File: src/sha1md_pkg.sv
// Shared types, constants and round functions for the SHA-1 digest engine.
`timescale 1ns / 1ps

package sha1md_pkg;

  // Block layout
  localparam int unsigned WordW      = 32;
  localparam int unsigned DigWords   = 5;
  localparam int unsigned WinDepth   = 16;
  localparam logic [5:0]  LenOffset  = 6'd56;
  localparam logic [5:0]  LastPos    = 6'd63;
  localparam logic [6:0]  LastRound  = 7'd79;
  localparam logic [6:0]  SchedStart = 7'd16;
  localparam logic [6:0]  Phase1     = 7'd20;
  localparam logic [6:0]  Phase2     = 7'd40;
  localparam logic [6:0]  Phase3     = 7'd60;
  localparam logic [7:0]  PadByte    = 8'h80;
  localparam logic [2:0]  LastIdx    = 3'd4;

  // Initial chaining value
  localparam logic [DigWords-1:0][WordW-1:0] Iv = '{
    32'hC3D2E1F0, 32'h10325476, 32'h98BADCFE, 32'hEFCDAB89, 32'h67452301
  };

  // Round constants, one per group of twenty rounds
  localparam logic [WordW-1:0] K0 = 32'h5A827999;
  localparam logic [WordW-1:0] K1 = 32'h6ED9EBA1;
  localparam logic [WordW-1:0] K2 = 32'h8F1BBCDC;
  localparam logic [WordW-1:0] K3 = 32'hCA62C1D6;

  // Input word
  typedef struct packed {
    logic [7:0] data_byte;
    logic       has_byte;
    logic       end_of_message;
  } in_word_t;

  // Output word
  typedef struct packed {
    logic [31:0] digest_word;
    logic [2:0]  word_index;
    logic        last_word;
  } out_word_t;

  // Commands from the byte sequencer to the compression core
  typedef struct packed {
    logic              load_word;
    logic [WordW-1:0]  word;
    logic              start;
    logic              restart_chain;
  } core_ctrl_t;

  // Byte sequencer states
  typedef enum logic [2:0] {
    ST_IDLE,
    ST_PAD_ONE,
    ST_PAD_ZERO,
    ST_PAD_LEN,
    ST_COMP,
    ST_FINAL
  } seq_state_e;

  // Compression core states
  typedef enum logic [1:0] {
    CS_IDLE,
    CS_RUN,
    CS_ADD
  } core_state_e;

  function automatic logic [WordW-1:0] rotl1(input logic [WordW-1:0] x);
    return {x[WordW-2:0], x[WordW-1]};
  endfunction

  function automatic logic [WordW-1:0] rotl5(input logic [WordW-1:0] x);
    return {x[WordW-6:0], x[WordW-1:WordW-5]};
  endfunction

  function automatic logic [WordW-1:0] rotl30(input logic [WordW-1:0] x);
    return {x[1:0], x[WordW-1:2]};
  endfunction

  // Round function selected by the round group
  function automatic logic [WordW-1:0] round_f(input logic [6:0] t,
                                               input logic [WordW-1:0] b,
                                               input logic [WordW-1:0] c,
                                               input logic [WordW-1:0] d);
    logic [WordW-1:0] r;
    if (t < Phase1) begin
      r = (b & c) | (~b & d);
    end else if (t < Phase2) begin
      r = b ^ c ^ d;
    end else if (t < Phase3) begin
      r = (b & c) | (b & d) | (c & d);
    end else begin
      r = b ^ c ^ d;
    end
    return r;
  endfunction

  function automatic logic [WordW-1:0] round_k(input logic [6:0] t);
    logic [WordW-1:0] k;
    if (t < Phase1) begin
      k = K0;
    end else if (t < Phase2) begin
      k = K1;
    end else if (t < Phase3) begin
      k = K2;
    end else begin
      k = K3;
    end
    return k;
  endfunction

endpackage

File: src/sha1md_core.sv
// SHA-1 compression core: one round per cycle over a 16-word schedule shift line.
`timescale 1ns / 1ps

module sha1md_core (
  input  logic                                           clk_i,
  input  logic                                           rst_ni,
  input  sha1md_pkg::core_ctrl_t                         ctrl_i,
  output logic                                           busy_o,
  output logic [sha1md_pkg::DigWords-1:0][sha1md_pkg::WordW-1:0] chain_o
);
  import sha1md_pkg::*;

  core_state_e state_q, state_d;
  logic [6:0]  round_q, round_d;

  logic [DigWords-1:0][WordW-1:0] chain_q;
  logic [WinDepth-1:0][WordW-1:0] win_q;
  logic [WordW-1:0] a_q, b_q, c_q, d_q, e_q;

  logic [WordW-1:0] w_cur;
  logic [WordW-1:0] mix;
  logic             shift_en;
  logic [WordW-1:0] shift_word;

  // Schedule word for this round: loaded words first, then the expansion
  always_comb begin
    if (round_q < SchedStart) begin
      w_cur = win_q[0];
    end else begin
      w_cur = rotl1(win_q[13] ^ win_q[8] ^ win_q[2] ^ win_q[0]);
    end
  end

  assign mix = rotl5(a_q) + round_f(round_q, b_q, c_q, d_q) + e_q + round_k(round_q) + w_cur;

  assign shift_en   = (state_q == CS_RUN) || ctrl_i.load_word;
  assign shift_word = (state_q == CS_RUN) ? w_cur : ctrl_i.word;

  // Next state
  always_comb begin
    state_d = state_q;
    round_d = round_q;
    unique case (state_q)
      CS_IDLE: begin
        if (ctrl_i.start) begin
          state_d = CS_RUN;
          round_d = '0;
        end
      end
      CS_RUN: begin
        if (round_q == LastRound) begin
          state_d = CS_ADD;
          round_d = '0;
        end else begin
          round_d = round_q + 7'd1;
        end
      end
      CS_ADD:  state_d = CS_IDLE;
      default: state_d = CS_IDLE;
    endcase
  end

  // Outputs
  always_comb begin
    busy_o  = (state_q != CS_IDLE);
    chain_o = chain_q;
  end

  // Control and chaining state
  always_ff @(posedge clk_i or negedge rst_ni) begin
    if (!rst_ni) begin
      state_q <= CS_IDLE;
      round_q <= '0;
      chain_q <= Iv;
    end else begin
      state_q <= state_d;
      round_q <= round_d;
      if (ctrl_i.restart_chain) begin
        chain_q <= Iv;
      end else if (state_q == CS_ADD) begin
        chain_q[0] <= chain_q[0] + a_q;
        chain_q[1] <= chain_q[1] + b_q;
        chain_q[2] <= chain_q[2] + c_q;
        chain_q[3] <= chain_q[3] + d_q;
        chain_q[4] <= chain_q[4] + e_q;
      end
    end
  end

  // Schedule shift line and working variables
  always_ff @(posedge clk_i) begin
    if (shift_en) begin
      for (int i = 0; i < WinDepth - 1; i++) begin
        win_q[i] <= win_q[i+1];
      end
      win_q[WinDepth-1] <= shift_word;
    end
    if (state_q == CS_IDLE && ctrl_i.start) begin
      a_q <= chain_q[0];
      b_q <= chain_q[1];
      c_q <= chain_q[2];
      d_q <= chain_q[3];
      e_q <= chain_q[4];
    end else if (state_q == CS_RUN) begin
      a_q <= mix;
      b_q <= a_q;
      c_q <= rotl30(b_q);
      d_q <= c_q;
      e_q <= d_q;
    end
  end

endmodule

File: src/sha1_message_digest.sv
// SHA-1 digest engine top level: byte packing, padding sequencer and digest output.
//
// Usage: the input channel carries one word per transfer: a message byte with a
// flag saying whether the byte is present, and an end-of-message flag. Bytes are
// packed big-endian into 64-byte blocks. The output channel returns the 160-bit
// digest as five 32-bit words, most significant first, the fifth marked last.
// A byte that neither completes a block nor ends the message is packed and the
// input stays ready. A byte that completes a block starts a compression: 80 rounds
// through the shared round unit, a chaining add and a return to the sequencer.
// An end of message writes the pad bytes up to the length field, writes the eight
// length bytes, runs one or two compressions and hands the digest to the output
// buffer; the first digest word is valid on the cycle after the handoff. No new
// byte is taken until the single round unit has finished its block; input ready is
// low while padding, compressing or handing off.
// Reset loads the initial chaining value and clears length and byte position.
// When the receiver stalls, the digest waits in a five-word output buffer and the
// next message can be taken; only the handoff of a further digest waits for it.
`timescale 1ns / 1ps

module sha1_message_digest (
  input  logic                  clk_i,
  input  logic                  rst_ni,
  input  logic                  in_valid_i,
  output logic                  in_ready_o,
  input  sha1md_pkg::in_word_t  in_data_i,
  output logic                  out_valid_o,
  input  logic                  out_ready_i,
  output sha1md_pkg::out_word_t out_data_o
);
  import sha1md_pkg::*;

  seq_state_e state_q, state_d;
  seq_state_e ret_q, ret_d;
  logic [5:0]  pos_q;
  logic [2:0]  len_cnt_q;
  logic [63:0] bit_len_q;
  logic [WordW-1:0] word_q;

  logic [DigWords-1:0][WordW-1:0] dig_q;
  logic [2:0] out_idx_q;
  logic       out_valid_q;

  logic       in_acc;
  logic       out_acc;
  logic       put_en;
  logic [7:0] put_val;
  logic       put_full;
  logic       add_len;
  logic       handoff;
  logic [2:0] len_sel;
  logic [7:0] len_byte;
  logic [4:0] lane_sh;
  logic [WordW-1:0] word_new;

  core_ctrl_t ctrl;
  logic       core_busy;
  logic [DigWords-1:0][WordW-1:0] chain;

  sha1md_core u_core (
    .clk_i   (clk_i),
    .rst_ni  (rst_ni),
    .ctrl_i  (ctrl),
    .busy_o  (core_busy),
    .chain_o (chain)
  );

  assign in_acc   = in_valid_i && in_ready_o;
  assign out_acc  = out_valid_q && out_ready_i;
  assign put_full = (pos_q == LastPos);

  // Length byte, most significant first
  assign len_sel  = 3'd7 - len_cnt_q;
  assign len_byte = bit_len_q[{len_sel, 3'b000} +: 8];

  // Byte into the word being packed: first byte overwrites, later bytes OR in
  assign lane_sh  = {~pos_q[1:0], 3'b000};
  assign word_new = (pos_q[1:0] == 2'd0) ? (32'(put_val) << lane_sh)
                                         : (word_q | (32'(put_val) << lane_sh));

  // Next state
  always_comb begin
    state_d = state_q;
    ret_d   = ret_q;
    unique case (state_q)
      ST_IDLE: begin
        if (in_acc) begin
          if (in_data_i.has_byte && put_full) begin
            state_d = ST_COMP;
            ret_d   = in_data_i.end_of_message ? ST_PAD_ONE : ST_IDLE;
          end else if (in_data_i.end_of_message) begin
            state_d = ST_PAD_ONE;
          end
        end
      end
      ST_PAD_ONE: begin
        if (put_full) begin
          state_d = ST_COMP;
          ret_d   = ST_PAD_ZERO;
        end else begin
          state_d = ST_PAD_ZERO;
        end
      end
      ST_PAD_ZERO: begin
        if (pos_q == LenOffset) begin
          state_d = ST_PAD_LEN;
        end else if (put_full) begin
          state_d = ST_COMP;
          ret_d   = ST_PAD_ZERO;
        end
      end
      ST_PAD_LEN: begin
        if (put_full) begin
          state_d = ST_COMP;
          ret_d   = ST_FINAL;
        end
      end
      ST_COMP: begin
        if (!core_busy) begin
          state_d = ret_q;
        end
      end
      ST_FINAL: begin
        if (!out_valid_q) begin
          state_d = ST_IDLE;
        end
      end
      default: state_d = ST_IDLE;
    endcase
  end

  // Outputs of the sequencer
  always_comb begin
    in_ready_o = 1'b0;
    put_en     = 1'b0;
    put_val    = '0;
    add_len    = 1'b0;
    handoff    = 1'b0;
    unique case (state_q)
      ST_IDLE: begin
        in_ready_o = 1'b1;
        put_en     = in_valid_i && in_data_i.has_byte;
        put_val    = in_data_i.data_byte;
        add_len    = put_en;
      end
      ST_PAD_ONE: begin
        put_en  = 1'b1;
        put_val = PadByte;
      end
      ST_PAD_ZERO: begin
        put_en  = (pos_q != LenOffset);
        put_val = '0;
      end
      ST_PAD_LEN: begin
        put_en  = 1'b1;
        put_val = len_byte;
      end
      ST_COMP: begin
        put_en = 1'b0;
      end
      ST_FINAL: begin
        handoff = !out_valid_q;
      end
      default: begin
        put_en = 1'b0;
      end
    endcase
  end

  // Commands to the compression core: load word, word, start, restart chain
  assign ctrl = {put_en && (pos_q[1:0] == 2'd3), word_new, put_en && put_full, handoff};

  // Sequencer registers
  always_ff @(posedge clk_i or negedge rst_ni) begin
    if (!rst_ni) begin
      state_q   <= ST_IDLE;
      ret_q     <= ST_IDLE;
      pos_q     <= '0;
      len_cnt_q <= '0;
      bit_len_q <= '0;
    end else begin
      state_q <= state_d;
      ret_q   <= ret_d;
      if (put_en) begin
        pos_q <= pos_q + 6'd1;
      end
      if (put_en && state_q == ST_PAD_LEN) begin
        len_cnt_q <= len_cnt_q + 3'd1;
      end
      if (handoff) begin
        bit_len_q <= '0;
      end else if (add_len) begin
        bit_len_q <= bit_len_q + 64'd8;
      end
    end
  end

  // Partial word being packed
  always_ff @(posedge clk_i) begin
    if (put_en) begin
      word_q <= word_new;
    end
  end

  // Digest output buffer
  always_ff @(posedge clk_i or negedge rst_ni) begin
    if (!rst_ni) begin
      out_valid_q <= 1'b0;
      out_idx_q   <= '0;
    end else if (handoff) begin
      out_valid_q <= 1'b1;
      out_idx_q   <= '0;
    end else if (out_acc) begin
      if (out_idx_q == LastIdx) begin
        out_valid_q <= 1'b0;
      end
      out_idx_q <= out_idx_q + 3'd1;
    end
  end

  always_ff @(posedge clk_i) begin
    if (handoff) begin
      dig_q <= chain;
    end else if (out_acc) begin
      for (int i = 0; i < DigWords - 1; i++) begin
        dig_q[i] <= dig_q[i+1];
      end
    end
  end

  assign out_valid_o            = out_valid_q;
  assign out_data_o.digest_word = dig_q[0];
  assign out_data_o.word_index  = out_idx_q;
  assign out_data_o.last_word   = (out_idx_q == LastIdx);

endmodule

File: config.mk
export PLATFORM = sky130hd
export DESIGN_NAME = sha1_message_digest
export DESIGN_NICKNAME = d
export VERILOG_FILES = /design/src/sha1md_pkg.sv /design/src/sha1md_core.sv /design/src/sha1_message_digest.sv
export SDC_FILE = /design/constraint.sdc
export NUM_CORES = 2
export LEC_CHECK = 0
export ABC_AREA = 1
export BUFFER_PORTS_ARGS = -buffer_cell sky130_fd_sc_hd__buf_4
export CAP_MARGIN = 20
export CORE_MARGIN = 1.5
export CORE_UTILIZATION = 40
export DETAILED_ROUTE_END_ITERATION = 6
export PLACE_DENSITY = 0.61
export SLEW_MARGIN = 20
export SYNTH_ARGS = -nofsm -noshare
export SYNTH_HDL_FRONTEND = slang
export SYNTH_SLANG_ARGS = --single-unit
File: constraint.sdc
create_clock -name clk_i -period 14.5 [get_ports clk_i]
set_input_delay 2.9 -clock clk_i [delete_from_list [all_inputs] [get_ports clk_i]]
set_output_delay 2.9 -clock clk_i [all_outputs]
set_load 0.005 [all_outputs]
==> results.cfg <==
[worst_setup_path]
worst-path-stages = 9
start_kind = input port
cp_cell_sequence = buf_4, nand2_1, nor2_2, inv_2, nand3_4, nand2_1, nand2_8, buf_4, buf_4
critPathCaptureType = flop
crit_family = simple AND/OR/NAND/NOR gates
worstReg2RegEnd = u_core.a_q[20]$_DFFE_PP_
cpMostUsedCell = buf_4
worstPathArrival_ns = 7.32
criticalPathCategory = in2reg
rr_worst_depth = 19
worstPathRequired_ns = 14.87
critPathBufInv = 4
ff2ff_setup_slack_ns = 8.16
critPathMaxStageDelay_ns = 0.94
r2r-start = u_core.round_q[4]$_DFFE_PN0P_
crit_fanout = 96
critical-path-slowest-cell = buf_4

[layout]
layout_common_cells = nand2_1 (1298), edfxtp_1 (864), inv_1 (779), o21ai_0 (560), nor2_1 (422)
final_common_cell = nand2_1
layout-drive-gt1-share = 0.0642
layout.cells.non_filler = 8121
nFillCells = 14000
nets = 6465
syn2layout_area_growth_pct = 10.2

[clocking]
cts.clk_slew.worst_paths_ns = 0.06
cts_sinks = 1113
root_buffer = clkbuf_16
h-tree-depth = 3
cts_setup_buffers = 0
cts_tree = done
clk_latency_ns = 0.78
cts_buffers = 116
clk_path_buf_depth = 3
holdBufCountCts = 0
cts_resized = 0

[synthesis]
synth_top_area_share = 0.439
async_flop_share = 0.224
syn_inst = 6080
synth_edf_count = 864
ys_seq_area_frac = 0.547
ys_ff_latch = 1113
synth.largest_area_cell = edfxtp_1
avgSynthCellArea_um2 = 9.71
synthFlopType = edfxtp_1
ys_warn_count = 0
synth_cell_types = 59
synthesis.area_mm2 = 0.0590
synth.area.top_cells = edfxtp_1 (44%), nand2_1 (8.3%), dfrtp_1 (7.2%), inv_1 (5.0%), ha_1 (4.8%)
syn_nets = 6445

[place]
dpl.cell_count = 7899
gp_congestion = 0.958
port_buffers = 51
dp_hpwl_mm = 135

[worst_hold_path]
hold_start = u_core.win_q[37]$_DFFE_PP_
hold_end = u_core.win_q[5]$_DFFE_PP_
hp-class = reg2reg
hold_depth = 0

[detailed_routing]
drc = 10
routed_wl_mm = 183
num_vias = 44100
wire_per_inst_um = 22.5
final_antenna_net_count = 0
drtIter0Drc = 4787
via_per_inst = 5.43
drt-pass1-iter-count = 7

[power]
switchingPower_mw = 4.00
p_int_mw = 6.72
swShare = 0.373
clock_power_share = 0.277
power_frac_seq = 0.411
ir_worst_vdd_v = 0.000133
power.leakage_nw = 27.2
comb_power_share = 0.312
p_per_area_mw_per_mm2 = 165

[timing]
worst_pin_slew_ns = 1.22
final-hold-violation-count = 0
fin_skew_ns = 0.0516
fmax_mhz = 144
rsz0062_at_grt = false
fin_setup_tns_ns = 0
slew_headroom = 0.180
setup_viol = 0
min_period_ns = 6.95
slew_viol_final = 0
fin_crit_sh = 0.480
whs_ns = 0.404

[grt]
grt-ovfl-total = 0
grt_pass1_wl_mm = 271
antenna_found_initial = 3
grt_pass1_vias = 41400
grt.total_usage = 0.240
grt_max_degree = 159

[floorplan]
die_x_um = 387
die_area_mm2 = 0.150
start_util = 0.404
core_area_mm2 = 0.146
ios = 52
rows = 140
die-height_um = 387

[status]
violations = DRC
outcome = finished, violations left

[job]
max_cap_viol_count = 0
worst max path at each step:
stage,to,from
6_report,u_core.win_q[213]$_DFFE_PP_,in_valid_i
5_1_grt,u_core.win_q[117]$_DFFE_PP_,in_valid_i
4_1_cts,u_core.win_q[248]$_DFFE_PP_,in_valid_i
3_5_place_dp,u_core.win_q[308]$_DFFE_PP_,in_valid_i
3_3_place_gp,u_core.win_q[20]$_DFFE_PP_,in_valid_i
2_1_floorplan,u_core.win_q[0]$_DFFE_PP_,in_valid_i
power by group through the flow:
stage	clock [mW]	sequential [mW]	combinational, mW
final	2.97	4.40	3.34
after global placement	0	4.45	3.26
after floorplan	0	4.30	2.30
after global routing	3.15	4.45	3.72
after CTS	3.03	4.40	3.31
after detailed placement	0	4.46	3.29
kinds of logic after synthesis:
kind of cell | share of synthesized area
buffers and inverters | 0.0656
flip-flops | 0.547
adder cells (fa/ha/maj) | 0.0902
AO/OA/AOI/OAI | 0.109
AND/OR/NAND/NOR | 0.165
XOR/XNOR | 0.0233
Yosys cell counts, types with 16 or more instances:
cell	count
xnor2_1	115
ha_1	227
inv_1	781
a21o_1	24
o21bai_1	32
o21a_1	18
clkbuf_1	99
buf_4	37
nand3_1	323
o21ai_0	561
buf_2	39
dfrtp_1	169
nand3b_1	16
dfstp_2	80
or2_2	18
edfxtp_1	864
a31oi_1	29
a21oi_1	343
nand4_1	77
o21ai_1	17
nand2_1	1300
o211ai_1	23
o22ai_1	85
nor3_1	79
a21boi_0	16
xor2_1	42
fa_1	124
nor2_1	422
through the flow:
| stage | util | total power, mW | setup WS (ns) | cell area [µm²] |
|---|---|---|---|---|
| final | 0.445 | 10.7 | 7.55 | 65000 |
| after detailed placement | 0.419 | 7.75 | 6.64 | 61300 |
| after global placement | 0.419 | 7.71 | 6.80 | 61300 |
| after floorplan | - | 6.60 | 4.03 | 59000 |
| after global routing | 0.445 | 11.3 | 7.22 | 65000 |
| after CTS | 0.445 | 10.7 | 7.49 | 65000 |
cell type report:
type                       count  area, µm²  area share
sequential                  1113      32300       0.496
multi-input combinational   3991      22900       0.353
clock buffer                 156       3150      0.0485
inverter                     794       2990      0.0460
tap                         1917       2400      0.0369
timing repair buffer          84        667      0.0103
clock inverter                64        608     0.00935
antenna                        2       5.00   0.0000769
per-layer routing:
layer | routed length [µm] | share of wire | GRT usage
met2 | 81900 | 0.45 | 0.368
met4 | 6460 | 0.035 | 0.0777
met3 | 12000 | 0.066 | 0.0362
met5 | 0 | 0 | 0
met1 | 82700 | 0.45 | 0.348
sequential cells by signal, indices dropped and copies added (netlist names), 32 cells and up:
register	count
u_core.e_q	32
word_q	32
u_core.d_q	32
out_data_o	32
u_core.chain_o	160
u_core.a_q	32
u_core.win_q	512
dig_q	128
bit_len_q	61
u_core.b_q	32
u_core.c_q	32
No activity file was read; power rests on OpenSTA's default activity.
